### config.mk
export PLATFORM = sky130hd
export DESIGN_NAME = crc_checked_packet_deframer
export DESIGN_NICKNAME = d
export VERILOG_FILES = /design/src/design/cpd_pkg.sv /design/src/design/cpd_front.sv /design/src/design/cpd_cmdq.sv /design/src/design/cpd_back.sv /design/src/design/crc_checked_packet_deframer.sv
export SDC_FILE = /design/constraint.sdc
export NUM_CORES = 1
export LEC_CHECK = 0
export ABC_AREA = 1
export BUFFER_PORTS_ARGS = -buffer_cell sky130_fd_sc_hd__clkbuf_2
export CORE_MARGIN = 3
export CORE_UTILIZATION = 36
export CTS_CLUSTER_SIZE = 20
export DETAILED_ROUTE_END_ITERATION = 6
export GPL_TIMING_DRIVEN = 0
export PLACE_DENSITY = 0.58
export SLEW_MARGIN = 20
export SYNTH_ARGS = -nofsm -noshare
export SYNTH_HDL_FRONTEND = slang
export SYNTH_SLANG_ARGS = --single-unit
### constraint.sdc
create_clock -name clk -period 9.1 [get_ports clk]
set_input_delay 0.91 -clock clk [delete_from_list [all_inputs] [get_ports clk]]
set_output_delay 0.91 -clock clk [all_outputs]
set_load 0.01 [all_outputs]
### src/design/cpd_pkg.sv
// Shared types, codes and the CRC-16/XMODEM byte update for the packet deframer.
`default_nettype none
package cpd_pkg;

  localparam int MAX_PAYLOAD_DEF = 32;
  localparam int LEN_W = 6;

  localparam logic [1:0] KIND_DATA  = 2'd0;
  localparam logic [1:0] KIND_FAULT = 2'd1;
  localparam logic [1:0] KIND_FATAL = 2'd2;

  localparam logic [1:0] FAULT_MAGIC1 = 2'd0;
  localparam logic [1:0] FAULT_MAGIC2 = 2'd1;
  localparam logic [1:0] FAULT_LEN    = 2'd2;
  localparam logic [1:0] FAULT_CRC    = 2'd3;

  localparam logic [15:0] CRC_POLY = 16'h1021;

  typedef struct packed {
    logic [1:0]       kind;
    logic [1:0]       code;
    logic [7:0]       msg_id;
    logic [LEN_W-1:0] length;
  } cmd_t;

  function automatic logic [15:0] crc_byte(input logic [15:0] c, input logic [7:0] b);
    logic [15:0] r;
    r = c ^ {b, 8'h00};
    for (int i = 0; i < 8; i++) begin
      r = r[15] ? ({r[14:0], 1'b0} ^ CRC_POLY) : {r[14:0], 1'b0};
    end
    return r;
  endfunction

endpackage
`default_nettype wire

### src/design/cpd_front.sv
// Frame parser: walks the frame bytes, keeps the CRC and fault state, issues commands.
`default_nettype none
module cpd_front
  import cpd_pkg::*;
#(
  parameter int MAX_PAYLOAD = MAX_PAYLOAD_DEF,
  parameter int AW = 5
) (
  input  wire logic          clk,
  input  wire logic          rst_n,
  input  wire logic          push,
  input  wire logic [7:0]    in_rx_byte,
  output logic               full,
  input  wire logic          cfg_valid,
  input  wire logic [7:0]    cfg_index,
  input  wire logic [7:0]    cfg_data,
  input  wire logic          q_full,
  input  wire logic          q_empty,
  output logic               q_push,
  output cmd_t               q_cmd,
  output logic               wr_en,
  output logic [AW-1:0]      wr_addr,
  output logic [7:0]         wr_data
);

  localparam logic [2:0] PH_MAGIC1  = 3'd0;
  localparam logic [2:0] PH_MAGIC2  = 3'd1;
  localparam logic [2:0] PH_ID      = 3'd2;
  localparam logic [2:0] PH_LEN     = 3'd3;
  localparam logic [2:0] PH_PAYLOAD = 3'd4;
  localparam logic [2:0] PH_CRC1    = 3'd5;
  localparam logic [2:0] PH_CRC2    = 3'd6;

  localparam logic [7:0] REG_MAGIC1  = 8'd0;
  localparam logic [7:0] REG_MAGIC2  = 8'd1;
  localparam logic [7:0] REG_MAXLEN  = 8'd2;
  localparam logic [7:0] REG_THRESH  = 8'd3;

  localparam logic [7:0] MAX_PAYLOAD_B = 8'(MAX_PAYLOAD);

  logic [7:0]       magic1_r, magic2_r, thresh_r;
  logic [LEN_W-1:0] max_len_r;

  logic [2:0]       phase_r, phase_nxt;
  logic [7:0]       id_r, id_nxt;
  logic [LEN_W-1:0] len_r, len_nxt;
  logic [LEN_W-1:0] idx_r, idx_nxt;
  logic [15:0]      crc_r, crc_nxt;
  logic [7:0]       crc_lo_r, crc_lo_nxt;
  logic [7:0]       cnt_r, cnt_nxt;
  logic             synced_r, synced_nxt;
  logic             halted_r, halted_nxt;

  logic             accept;
  logic             do_fault;
  logic [1:0]       fcode;
  logic [7:0]       cnt_inc;
  logic [LEN_W:0]   idx_inc;
  logic [15:0]      crc_upd;

  assign full    = !halted_r && (q_full || (phase_r == PH_PAYLOAD && !q_empty));
  assign accept  = push && !full;
  assign cnt_inc = (cnt_r == 8'hFF) ? cnt_r : cnt_r + 8'd1;
  assign idx_inc = {1'b0, idx_r} + {{LEN_W{1'b0}}, 1'b1};
  assign crc_upd = crc_byte(crc_r, in_rx_byte);
  assign wr_addr = idx_r[AW-1:0];
  assign wr_data = in_rx_byte;

  always_comb begin
    phase_nxt  = phase_r;
    id_nxt     = id_r;
    len_nxt    = len_r;
    idx_nxt    = idx_r;
    crc_nxt    = crc_r;
    crc_lo_nxt = crc_lo_r;
    cnt_nxt    = cnt_r;
    synced_nxt = synced_r;
    halted_nxt = halted_r;
    do_fault   = 1'b0;
    fcode      = FAULT_MAGIC1;
    q_push     = 1'b0;
    q_cmd      = '0;
    wr_en      = 1'b0;
    if (accept && !halted_r) begin
      unique case (phase_r)
        PH_MAGIC1: begin
          if (in_rx_byte == magic1_r) begin
            phase_nxt = PH_MAGIC2;
            crc_nxt   = crc_byte(16'h0000, in_rx_byte);
          end else begin
            do_fault = 1'b1;
            fcode    = FAULT_MAGIC1;
          end
        end
        PH_MAGIC2: begin
          if (in_rx_byte == magic2_r) begin
            phase_nxt = PH_ID;
            crc_nxt   = crc_upd;
          end else begin
            do_fault  = 1'b1;
            fcode     = FAULT_MAGIC2;
            phase_nxt = PH_MAGIC1;
          end
        end
        PH_ID: begin
          id_nxt    = in_rx_byte;
          crc_nxt   = crc_upd;
          phase_nxt = PH_LEN;
        end
        PH_LEN: begin
          idx_nxt = '0;
          if (in_rx_byte > {2'b00, max_len_r} || in_rx_byte > MAX_PAYLOAD_B) begin
            do_fault  = 1'b1;
            fcode     = FAULT_LEN;
            phase_nxt = PH_MAGIC1;
          end else begin
            len_nxt   = in_rx_byte[LEN_W-1:0];
            crc_nxt   = crc_upd;
            phase_nxt = (in_rx_byte != 8'd0) ? PH_PAYLOAD : PH_CRC1;
          end
        end
        PH_PAYLOAD: begin
          wr_en   = 1'b1;
          crc_nxt = crc_upd;
          idx_nxt = idx_inc[LEN_W-1:0];
          if (idx_inc >= {1'b0, len_r}) begin
            phase_nxt = PH_CRC1;
          end
        end
        PH_CRC1: begin
          crc_lo_nxt = in_rx_byte;
          phase_nxt  = PH_CRC2;
        end
        PH_CRC2: begin
          phase_nxt = PH_MAGIC1;
          if ({in_rx_byte, crc_lo_r} != crc_r) begin
            do_fault = 1'b1;
            fcode    = FAULT_CRC;
          end else begin
            cnt_nxt      = '0;
            synced_nxt   = 1'b1;
            q_push       = 1'b1;
            q_cmd.kind   = KIND_DATA;
            q_cmd.code   = FAULT_MAGIC1;
            q_cmd.msg_id = id_r;
            q_cmd.length = len_r;
          end
        end
        default: begin
          phase_nxt = PH_MAGIC1;
        end
      endcase
      if (do_fault && synced_r) begin
        cnt_nxt    = cnt_inc;
        q_push     = 1'b1;
        q_cmd.code = fcode;
        if (thresh_r != 8'd0 && cnt_inc >= thresh_r) begin
          halted_nxt = 1'b1;
          q_cmd.kind = KIND_FATAL;
        end else begin
          q_cmd.kind = KIND_FAULT;
        end
      end
    end
  end

  always_ff @(posedge clk) begin
    if (!rst_n) begin
      magic1_r  <= 8'hAA;
      magic2_r  <= 8'h55;
      max_len_r <= LEN_W'(32);
      thresh_r  <= 8'd8;
    end else if (cfg_valid) begin
      unique case (cfg_index)
        REG_MAGIC1: magic1_r  <= cfg_data;
        REG_MAGIC2: magic2_r  <= cfg_data;
        REG_MAXLEN: max_len_r <= cfg_data[LEN_W-1:0];
        REG_THRESH: thresh_r  <= cfg_data;
        default: ;
      endcase
    end
  end

  always_ff @(posedge clk) begin
    if (!rst_n) begin
      phase_r  <= PH_MAGIC1;
      id_r     <= '0;
      len_r    <= '0;
      idx_r    <= '0;
      crc_r    <= '0;
      crc_lo_r <= '0;
      cnt_r    <= '0;
      synced_r <= 1'b0;
      halted_r <= 1'b0;
    end else begin
      phase_r  <= phase_nxt;
      id_r     <= id_nxt;
      len_r    <= len_nxt;
      idx_r    <= idx_nxt;
      crc_r    <= crc_nxt;
      crc_lo_r <= crc_lo_nxt;
      cnt_r    <= cnt_nxt;
      synced_r <= synced_nxt;
      halted_r <= halted_nxt;
    end
  end

endmodule
`default_nettype wire

### src/design/cpd_cmdq.sv
// Two-entry command queue between the frame parser and the result generator.
`default_nettype none
module cpd_cmdq
  import cpd_pkg::*;
(
  input  wire logic clk,
  input  wire logic rst_n,
  input  wire logic push,
  input  cmd_t      din,
  input  wire logic pop,
  output cmd_t      dout,
  output logic      full,
  output logic      empty
);

  cmd_t       entry_r [2];
  logic       wp_r, rp_r;
  logic [1:0] cnt_r;
  logic       do_push, do_pop;

  assign full    = (cnt_r == 2'd2);
  assign empty   = (cnt_r == 2'd0);
  assign do_push = push && !full;
  assign do_pop  = pop && !empty;
  assign dout    = entry_r[rp_r];

  always_ff @(posedge clk) begin
    if (do_push) begin
      entry_r[wp_r] <= din;
    end
  end

  always_ff @(posedge clk) begin
    if (!rst_n) begin
      wp_r  <= 1'b0;
      rp_r  <= 1'b0;
      cnt_r <= 2'd0;
    end else begin
      if (do_push) begin
        wp_r <= !wp_r;
      end
      if (do_pop) begin
        rp_r <= !rp_r;
      end
      if (do_push && !do_pop) begin
        cnt_r <= cnt_r + 2'd1;
      end else if (do_pop && !do_push) begin
        cnt_r <= cnt_r - 2'd1;
      end
    end
  end

endmodule
`default_nettype wire

### src/design/cpd_back.sv
// Result generator: payload store and expansion of commands into result items.
`default_nettype none
module cpd_back
  import cpd_pkg::*;
#(
  parameter int MAX_PAYLOAD = MAX_PAYLOAD_DEF,
  parameter int AW = 5
) (
  input  wire logic             clk,
  input  wire logic             rst_n,
  input  wire logic             cmd_valid,
  input  cmd_t                  cmd,
  output logic                  cmd_pop,
  input  wire logic             wr_en,
  input  wire logic [AW-1:0]    wr_addr,
  input  wire logic [7:0]       wr_data,
  input  wire logic             pop,
  output logic                  empty,
  output logic [1:0]            out_kind,
  output logic [7:0]            out_msg_id,
  output logic [LEN_W-1:0]      out_length,
  output logic [7:0]            out_data_byte,
  output logic                  out_has_data,
  output logic                  out_last,
  output logic [1:0]            out_fault_code
);

  logic [7:0]       store [MAX_PAYLOAD];
  logic             ov_r;
  logic [LEN_W-1:0] idx_r;
  logic [LEN_W:0]   idx_inc;
  logic             load;
  logic             has;
  logic             last;

  assign empty   = !ov_r;
  assign load    = cmd_valid && (!ov_r || pop);
  assign has     = (cmd.kind == KIND_DATA) && (cmd.length != '0);
  assign idx_inc = {1'b0, idx_r} + {{LEN_W{1'b0}}, 1'b1};
  assign last    = !has || (idx_inc == {1'b0, cmd.length});
  assign cmd_pop = load && last;

  always_ff @(posedge clk) begin
    if (wr_en) begin
      store[wr_addr] <= wr_data;
    end
    if (load) begin
      out_data_byte <= has ? store[idx_r[AW-1:0]] : 8'h00;
    end
  end

  always_ff @(posedge clk) begin
    if (load) begin
      out_kind       <= cmd.kind;
      out_msg_id     <= cmd.msg_id;
      out_length     <= cmd.length;
      out_has_data   <= has;
      out_last       <= last;
      out_fault_code <= cmd.code;
    end
  end

  always_ff @(posedge clk) begin
    if (!rst_n) begin
      ov_r  <= 1'b0;
      idx_r <= '0;
    end else begin
      if (load) begin
        ov_r  <= 1'b1;
        idx_r <= last ? '0 : idx_inc[LEN_W-1:0];
      end else if (pop) begin
        ov_r <= 1'b0;
      end
    end
  end

endmodule
`default_nettype wire

### src/design/crc_checked_packet_deframer.sv
// Top level of the CRC-checked packet deframer.
`default_nettype none
// Takes one link byte per cycle (push/full) and parses frames of two magic bytes, id,
// length, payload and a little-endian CRC-16/XMODEM. A frame parser classifies each byte
// in the cycle it is taken and hands good frames and synchronized faults to a two-entry
// command queue; the result generator turns each command into results (empty/pop), one
// per cycle while popped, from a single output register, reading payload bytes from a store of
// MAX_PAYLOAD bytes. A good frame of length n gives n results (one if n is 0), a fault one.
// Bytes are taken every cycle except while the queue is full, or while a new frame's
// payload would overwrite a store still being drained: then full stays high until every
// queued command, the previous frame's last payload result included, has been loaded
// into the output register. After a fatal result the block takes and drops all bytes
// until reset. Configuration writes are always ready.
module crc_checked_packet_deframer
  import cpd_pkg::*;
#(
  parameter int MAX_PAYLOAD = MAX_PAYLOAD_DEF
) (
  input  wire logic             clk,
  input  wire logic             rst_n,
  input  wire logic             push,
  output logic                  full,
  input  wire logic [7:0]       in_rx_byte,
  output logic                  empty,
  input  wire logic             pop,
  output logic [1:0]            out_kind,
  output logic [7:0]            out_msg_id,
  output logic [LEN_W-1:0]      out_length,
  output logic [7:0]            out_data_byte,
  output logic                  out_has_data,
  output logic                  out_last,
  output logic [1:0]            out_fault_code,
  input  wire logic             cfg_valid,
  output logic                  cfg_ready,
  input  wire logic [7:0]       cfg_index,
  input  wire logic [7:0]       cfg_data
);

  localparam int AW = (MAX_PAYLOAD > 1) ? $clog2(MAX_PAYLOAD) : 1;

  logic          q_full, q_empty, q_push, q_pop;
  cmd_t          q_din, q_dout;
  logic          wr_en;
  logic [AW-1:0] wr_addr;
  logic [7:0]    wr_data;

  assign cfg_ready = 1'b1;

  cpd_front #(
    .MAX_PAYLOAD(MAX_PAYLOAD),
    .AW(AW)
  ) u_front (
    .clk(clk),
    .rst_n(rst_n),
    .push(push),
    .in_rx_byte(in_rx_byte),
    .full(full),
    .cfg_valid(cfg_valid),
    .cfg_index(cfg_index),
    .cfg_data(cfg_data),
    .q_full(q_full),
    .q_empty(q_empty),
    .q_push(q_push),
    .q_cmd(q_din),
    .wr_en(wr_en),
    .wr_addr(wr_addr),
    .wr_data(wr_data)
  );

  cpd_cmdq u_cmdq (
    .clk(clk),
    .rst_n(rst_n),
    .push(q_push),
    .din(q_din),
    .pop(q_pop),
    .dout(q_dout),
    .full(q_full),
    .empty(q_empty)
  );

  cpd_back #(
    .MAX_PAYLOAD(MAX_PAYLOAD),
    .AW(AW)
  ) u_back (
    .clk(clk),
    .rst_n(rst_n),
    .cmd_valid(!q_empty),
    .cmd(q_dout),
    .cmd_pop(q_pop),
    .wr_en(wr_en),
    .wr_addr(wr_addr),
    .wr_data(wr_data),
    .pop(pop),
    .empty(empty),
    .out_kind(out_kind),
    .out_msg_id(out_msg_id),
    .out_length(out_length),
    .out_data_byte(out_data_byte),
    .out_has_data(out_has_data),
    .out_last(out_last),
    .out_fault_code(out_fault_code)
  );

endmodule
`default_nettype wire

==> metrics, run 1 <==
gr usage total 0.1809; crit end category flip-flop; register bit count reported by yosys 419; Worst Min Path Start u_front.crc_lo_r[4]; ranking of synthesized cells by area edfxtp_1 (53%), dfxtp_1 (11%), nand2_1 (5.4%); diode count 0; Layout area overhead 14.27%; largest net degree at the start of global routing 37; Die Span X 230.2 um; Req. time, crit path 9.36 ns; most frequent cell on the critical path nand2_1; Core Box Area 49250 um2; Design Area, Final 20670 um2; CTS tree yes; slowest stage cell on the critical path clkbuf_2; DP HPWL 32670 um; Hold Path End u_front.crc_lo_r[4]; Buf/Inv on CP 6; DRC 0; Worst Hold Path Cells 2; Slew @ Worst Pin 1.078 ns; EDFF count, synth 320; arrival time worst endpoint 4.07 ns; cells along the critical path clkbuf_2, buf_2, inv_1, ha_1, inv_1, nand2_1, nand2_1, nand2_1, nand2_1, nand2_1, nand2_1, nand2_1, nand2_1, nand2_2, nand3_4, nand2_4, buf_6, a21oi_2, buf_6; initial antenna violation count 0; initial core utilization 0.3673; Boundary Pins 60; DRT Wirelength 48400 um; Reg2Reg Depth 15; M2 GR Usage 0.3012; Finished Core Util 0.4198; power per cell area 215.9 nW/um2; port bufs 58; post-synth top area share 0.5311; total of cells resized after clock tree synthesis 0; top_reg_cell synth edfxtp_1; via count 12960; Placer Congestion 0.8917; Post-synth ARST share 0; dpl cell area 19270 um2; met3 usage 0.02688; routed length per instance 19.36 um; first-pass GRT wire length 74290 um; drt via density 5.183; RR Endpoint u_cmdq.entry_r[1][17]; reg-to-reg slack, setup 6.03 ns; Die H 230.2 um; max-slew violation count 0; TNS Setup 0 ns; crit path launch type input port; Tot Pwr 4.463 mW; vias in the first global route 12710; detailed router's first-iteration violation count 1227; Mapped Cells 1695; Top Usage Layer GRT met2; DRT Pass-1 Iters 5; FP Rows 81; clk root buf clkbuf_16; MaxCap Viol Count 0; cell family with most CP delay buffers and inverters; Slew headroom 0.2814; area leader, netlist edfxtp_1; synth warn 0; Cell variety after synth 48; total setup buffers inserted after CTS 0; final setup fails 0; clk sink count 419; Final Hold Viols 0; fmax 262.6 MHz; HP Class flip-flop to flip-flop; share of cells above drive strength 1 0.1078; CTS hold repair buffers 0; non-filler instance count after layout 2500; critical path's largest stage delay 0.63 ns; Final ANT Viol Nets 0; worst vdd ir 118.6 uV; met1 Usage GRT 0.2448; placed cell count 2420; Num CTS Buffers 44; synthesized cell area 18090 um2; layout net count 1858; total congestion overflow 0; sequential fraction of the synthesis area 0.6407; Clock Tree Buf Depth 3; Clk Latency, worst-skew pair 0.59 ns; fillers 4664; worst reg2reg startpoint u_front.cnt_r[0]; min Tclk post-route 3.808 ns; syn_area_per_cell 10.67 um2; H-tree levels 2; die area 52980 um2; Setup Skew 0.02934 ns; Pleak 7.456 nW; Synthesized Nets 1751; Worst-path clk slew 0.06 ns; fin crit share 0.4185; CP max FO 33; outcome finished clean; CP Class input port to flip-flop; RSZ-0062 raised after global routing no
## routing by layer
metal / share of wire / up-vias
met5: 0 / -
met4: 0.026 / 0
met3: 0.054 / 89
met2: 0.48 / 414
met1: 0.44 / 6277
li1: - / 6178
## flip-flops by register name (all words and copies together), names as in the netlist, 2 cells and up, named ones only
register / count
u_front.max_len_r: 6
u_back.out_data_byte: 8
u_front.crc_r: 16
u_front.cnt_r: 8
u_front.crc_lo_r: 8
u_front.thresh_r: 8
u_back.store: 256
u_back.out_msg_id: 8
u_back.out_fault_code: 2
u_cmdq.cnt_r: 2
u_front.magic1_r: 8
u_front.id_r: 8
u_front.phase_r: 3
u_cmdq.entry_r: 36
u_front.len_r: 6
u_front.magic2_r: 8
u_back.idx_r: 6
u_back.out_kind: 2
u_back.out_length: 6
u_front.idx_r: 6
## per-stage QoR
step / hold slack [ns] / worst slack, ns
2_1_floorplan: 0.4300 / 5.622
3_3_place_gp: 0.4452 / 3.921
3_5_place_dp: 0.4471 / 4.780
4_1_cts: 0.4567 / 5.377
5_1_grt: 0.4790 / 5.108
6_report: 0.4578 / 5.292
## cells in the mapped netlist (2+ instances only)
cell type and n:
o21ai_0 164, clkbuf_1 56, nand3_1 44, nor2_1 213, a211oi_1 10, buf_1 5, nand4_1 13, edfxtp_1 320
nand2_1 258, buf_4 8, clkinv_1 3, xor2_1 30, inv_1 122, inv_2 4, nand2_4 2, xnor2_1 23
o22ai_1 40, or2_2 4, o221ai_1 45, ha_1 27, o21ai_1 4, a21oi_1 127, dfxtp_1 99, o31ai_1 2
nand3_2 3, mux2_2 12, buf_2 15, o211ai_1 8, nor2_2 4, nand2_2 6, buf_6 3, nand3_4 2
o21a_1 2, nor3_1 3
## worst min-delay path, delay by kind of cell (launching register included)
kind                   cells  cell delay [ns]
flip-flops                 1             0.32
buffers and inverters      1             0.05
AO/OA/AOI/OAI              1             0.05
## cell usage in the layout, fill, tap and decap left out, drive strengths merged, types with 2 or more instances in the layout
cell    netlist  final
a211oi       10     10
a21oi       127    127
buf          31     34
clkbuf       56    171
clkinv        3     22
dfxtp        99     99
edfxtp      320    320
ha           27     27
inv         127    129
mux2         12     12
nand2       266    266
nand3        49     49
nand4        14     14
nor2        218    218
nor3          4      4
o211ai        9      9
o21a          2      2
o21ai       169    169
o221ai       45     45
o22ai        40     40
o31ai         2      2
or2           5      5
xnor2        23     23
xor2         30     30
## worst max path at each step
stage	from	to	depth (start not counted)
3_3_place_gp	in_rx_byte[0]	u_cmdq.entry_r[0][1]	18
6_report	in_rx_byte[0]	u_cmdq.entry_r[0][9]	19
5_1_grt	in_rx_byte[0]	u_cmdq.entry_r[0][9]	19
4_1_cts	in_rx_byte[0]	u_cmdq.entry_r[0][9]	19
3_5_place_dp	in_rx_byte[0]	u_cmdq.entry_r[0][2]	19
2_1_floorplan	in_rx_byte[0]	u_cmdq.entry_r[0][0]	17
## report_power, final
part           internal (mW)  switching, mW
clock                  0.996          0.752
sequential              2.13         0.0198
combinational          0.171          0.393
total                   3.30           1.16
## final cells by class
type / count / area [um2] / area share
multi-input combinational: 1059 / 5628 / 0.2722
clock inverter: 23 / 161.4 / 0.007807
timing repair buffer: 61 / 332.8 / 0.01610
inverter: 130 / 490.5 / 0.02372
sequential: 419 / 11590 / 0.5606
tap: 664 / 830.8 / 0.04018
clock buffer: 57 / 1242 / 0.06009
buffer: 87 / 397.9 / 0.01924
## cells by family after synthesis
family / Yosys count / synth area share
AOI/OAI and AO/OA: 407 / 0.1295
xor gates and xnor gates: 53 / 0.02566
adders and majority gates: 27 / 0.01867
buffers and inverters: 217 / 0.04910
DFF: 419 / 0.6407
muxes: 12 / 0.007469
other: 1 / 0.0002073
and+or+nand+nor: 559 / 0.1288
No activity file was read; power rests on OpenSTA's default activity.
==> inputs of run 2 (changes only) <==
- PLACE_DENSITY: 0.58 -> 0.6
- clock period: 9.1 -> 3.4 ns (I/O delays scaled with it)
==> metrics, run 2 (synthesized netlist as in run 1, its figures left out) <==
Finished Core Util 0.4218 (was 0.4198); DP HPWL 32840 um (was 32670 um); port bufs 58 (unchanged); gr usage total 0.1809 (about the same); TNS Setup 0 ns (unchanged); clk sink count 419 (unchanged); vias in the first global route 12670 (was 12710); Design Area, Final 20780 um2 (was 20670 um2); FP Rows 81 (unchanged); CP Class flip-flop to flip-flop (was input port to flip-flop); Req. time, crit path 3.71 ns (was 9.36 ns); outcome complete, but fails checks (was finished clean); Num CTS Buffers 44 (unchanged); slowest stage cell on the critical path dfxtp_1 (was clkbuf_2); Die H 230.2 um (unchanged); DRT Pass-1 Iters 7 (was 5); reg-to-reg slack, setup 0.34 ns (was 6.03 ns); CTS tree yes (unchanged); share of cells above drive strength 1 0.1066 (was 0.1078); most frequent cells in the layout edfxtp_1 (320), nand2_1 (258), nor2_1 (212) (unchanged); Slew headroom 0.3082 (was 0.2814); Slew @ Worst Pin 1.034 ns (was 1.078 ns); Setup Skew 0.02391 ns (was 0.02934 ns); largest net degree at the start of global routing 37 (unchanged); detailed router's first-iteration violation count 1332 (was 1227); worst vdd ir 273.5 uV (was 118.6 uV); H-tree levels 2 (unchanged); Core Box Area 49250 um2 (unchanged); Top Registers u_back.store (256), u_cmdq.entry_r (36), u_front.crc_r (16) (unchanged); DRT Wirelength 48500 um (was 48400 um); max-slew violation count 0 (unchanged); Boundary Pins 60 (unchanged); MaxCap Viol Count 0 (unchanged); arrival time worst endpoint 3.37 ns (was 4.07 ns); crit end category flip-flop (unchanged); drt via density 5.202 (was 5.183); initial antenna violation count 1 (was 0); min Tclk post-route 3.065 ns; CTS hold repair buffers 0 (unchanged); power per cell area 593.2 nW/um2 (was 215.9 nW/um2); failing checks DRC; Worst-path clk slew 0.06 ns (about the same); initial core utilization 0.3673 (unchanged); Pleak 7.525 nW (was 7.456 nW); DRC 15 (was 0); cell family with most CP delay compound AO/OA/AOI/OAI gates (was buffers and inverters); Placer Congestion 0.8930 (was 0.8917); routed length per instance 19.39 um (was 19.36 um); fin crit share 0.9014; max FFs per register 256 (unchanged); total congestion overflow 0 (unchanged); dpl cell area 19270 um2 (unchanged); Clk Latency, worst-skew pair 0.58 ns (was 0.59 ns); CP max FO 8 (was 33); HP Class input port to flip-flop (was flip-flop to flip-flop); layout net count 1858 (unchanged); Buf/Inv on CP 3 (was 6); first-pass GRT wire length 73950 um (was 74290 um); Clock Tree Buf Depth 3 (unchanged); final setup fails 0 (unchanged); RSZ-0062 raised after global routing no (unchanged); Tot Pwr 12.32 mW (was 4.463 mW); Reg with most FFs u_back.store (unchanged); via count 13020 (was 12960); Die Span X 230.2 um (unchanged); crit path launch type flip-flop (was input port); most common library cell in the layout ignoring fill and taps edfxtp_1 (unchanged); critical path's largest stage delay 0.37 ns (was 0.63 ns); clk root buf clkbuf_16 (unchanged); diode count 0 (unchanged); cells along the critical path ha_1, nand2_1, inv_1, nand3_1, nand3b_1, o21ai_0, ha_1, a21oi_1, o21ai_0, nand2_1, o2111ai_1, o41ai_1, inv_1, nand2_1, inv_1 (was clkbuf_2, buf_2, inv_1, ha_1, inv_1, nand2_1, nand2_1, nand2_1, nand2_1, nand2_1, nand2_1, nand2_1, nand2_1, nand2_2, nand3_4, nand2_4, buf_6, a21oi_2, buf_6); Layout area overhead 14.83% (was 14.27%); fmax 326.3 MHz; die area 52980 um2 (unchanged); Final Hold Viols 0 (unchanged); Final ANT Viol Nets 0 (unchanged)
## run 2: changes by cell type in the layout (fill, tap and decap cells not counted), sizes merged
cell	previous run	this run
clkbuf	171	172
bufinv	1	6
inv	129	128
clkinvlp	1	3
buf	34	35
clkinv	22	16
## run 2: report_power, final
| part | internal [mW] | leakage [nW] | switching, mW |
|---|---|---|---|
| clock | 2.99 | 0.721 | 1.99 |
| combinational | 0.454 | 3.06 | 1.08 |
| sequential | 5.74 | 3.74 | 0.0752 |
| total | 9.19 | 7.53 | 3.14 |
## run 2: worst paths after layout
path | from | end | depth (start not counted)
hold reg to reg | u_front.id_r[1] | u_front.id_r[1] | 2
setup reg to reg | u_front.cnt_r[0] | u_cmdq.entry_r[1][17] | 15
hold / removal | cfg_data[0] | u_front.magic2_r[0] | 3
setup / recovery | u_front.cnt_r[0] | u_cmdq.entry_r[1][17] | 15
## run 2: final cells by class
class	count	area, um2
fill	4727	28480
tap	664	830.8
buffer	87	397.9
clock buffer	59	1222
multi-input combinational	1059	5635
timing repair buffer	61	332.8
clock inverter	23	275.3
inverter	130	490.5
sequential	419	11590
## run 2: layer usage
layer  global-route usage  vias to the layer above  routed length, um
met1               0.2455                     6316              21220
met5                    0                        -                  0
met2               0.2971                      439              22890
li1                     -                     6168                  -
met3              0.02812                       93               2859
met4              0.06080                        0               1528
## run 2: worst min-delay path, stage by stage
cell	delay [ns]
clkbuf_2	0.12
nand2_1	0.06
nand3_1	0.05
## run 2: through the flow
step / hold slack (ns) / setup WS [ns] / cells
CTS: 0.01970 / 0.09524 / 2502
detailed placement: 0.4449 / -0.4930 / 2420
global placement: 0.4458 / -1.207 / 2417
global route: 0.04747 / 0.07258 / 2502
finish: 0.04592 / 0.3352 / 2502
floorplan: 0.4300 / 0.4779 / 1695
## run 2: what timing repair did
action / in CTS / in global routing
setup buffers: 0 / 0
gates resized for setup: 0 / 2
endpoints found under the setup margin: 0 / 18
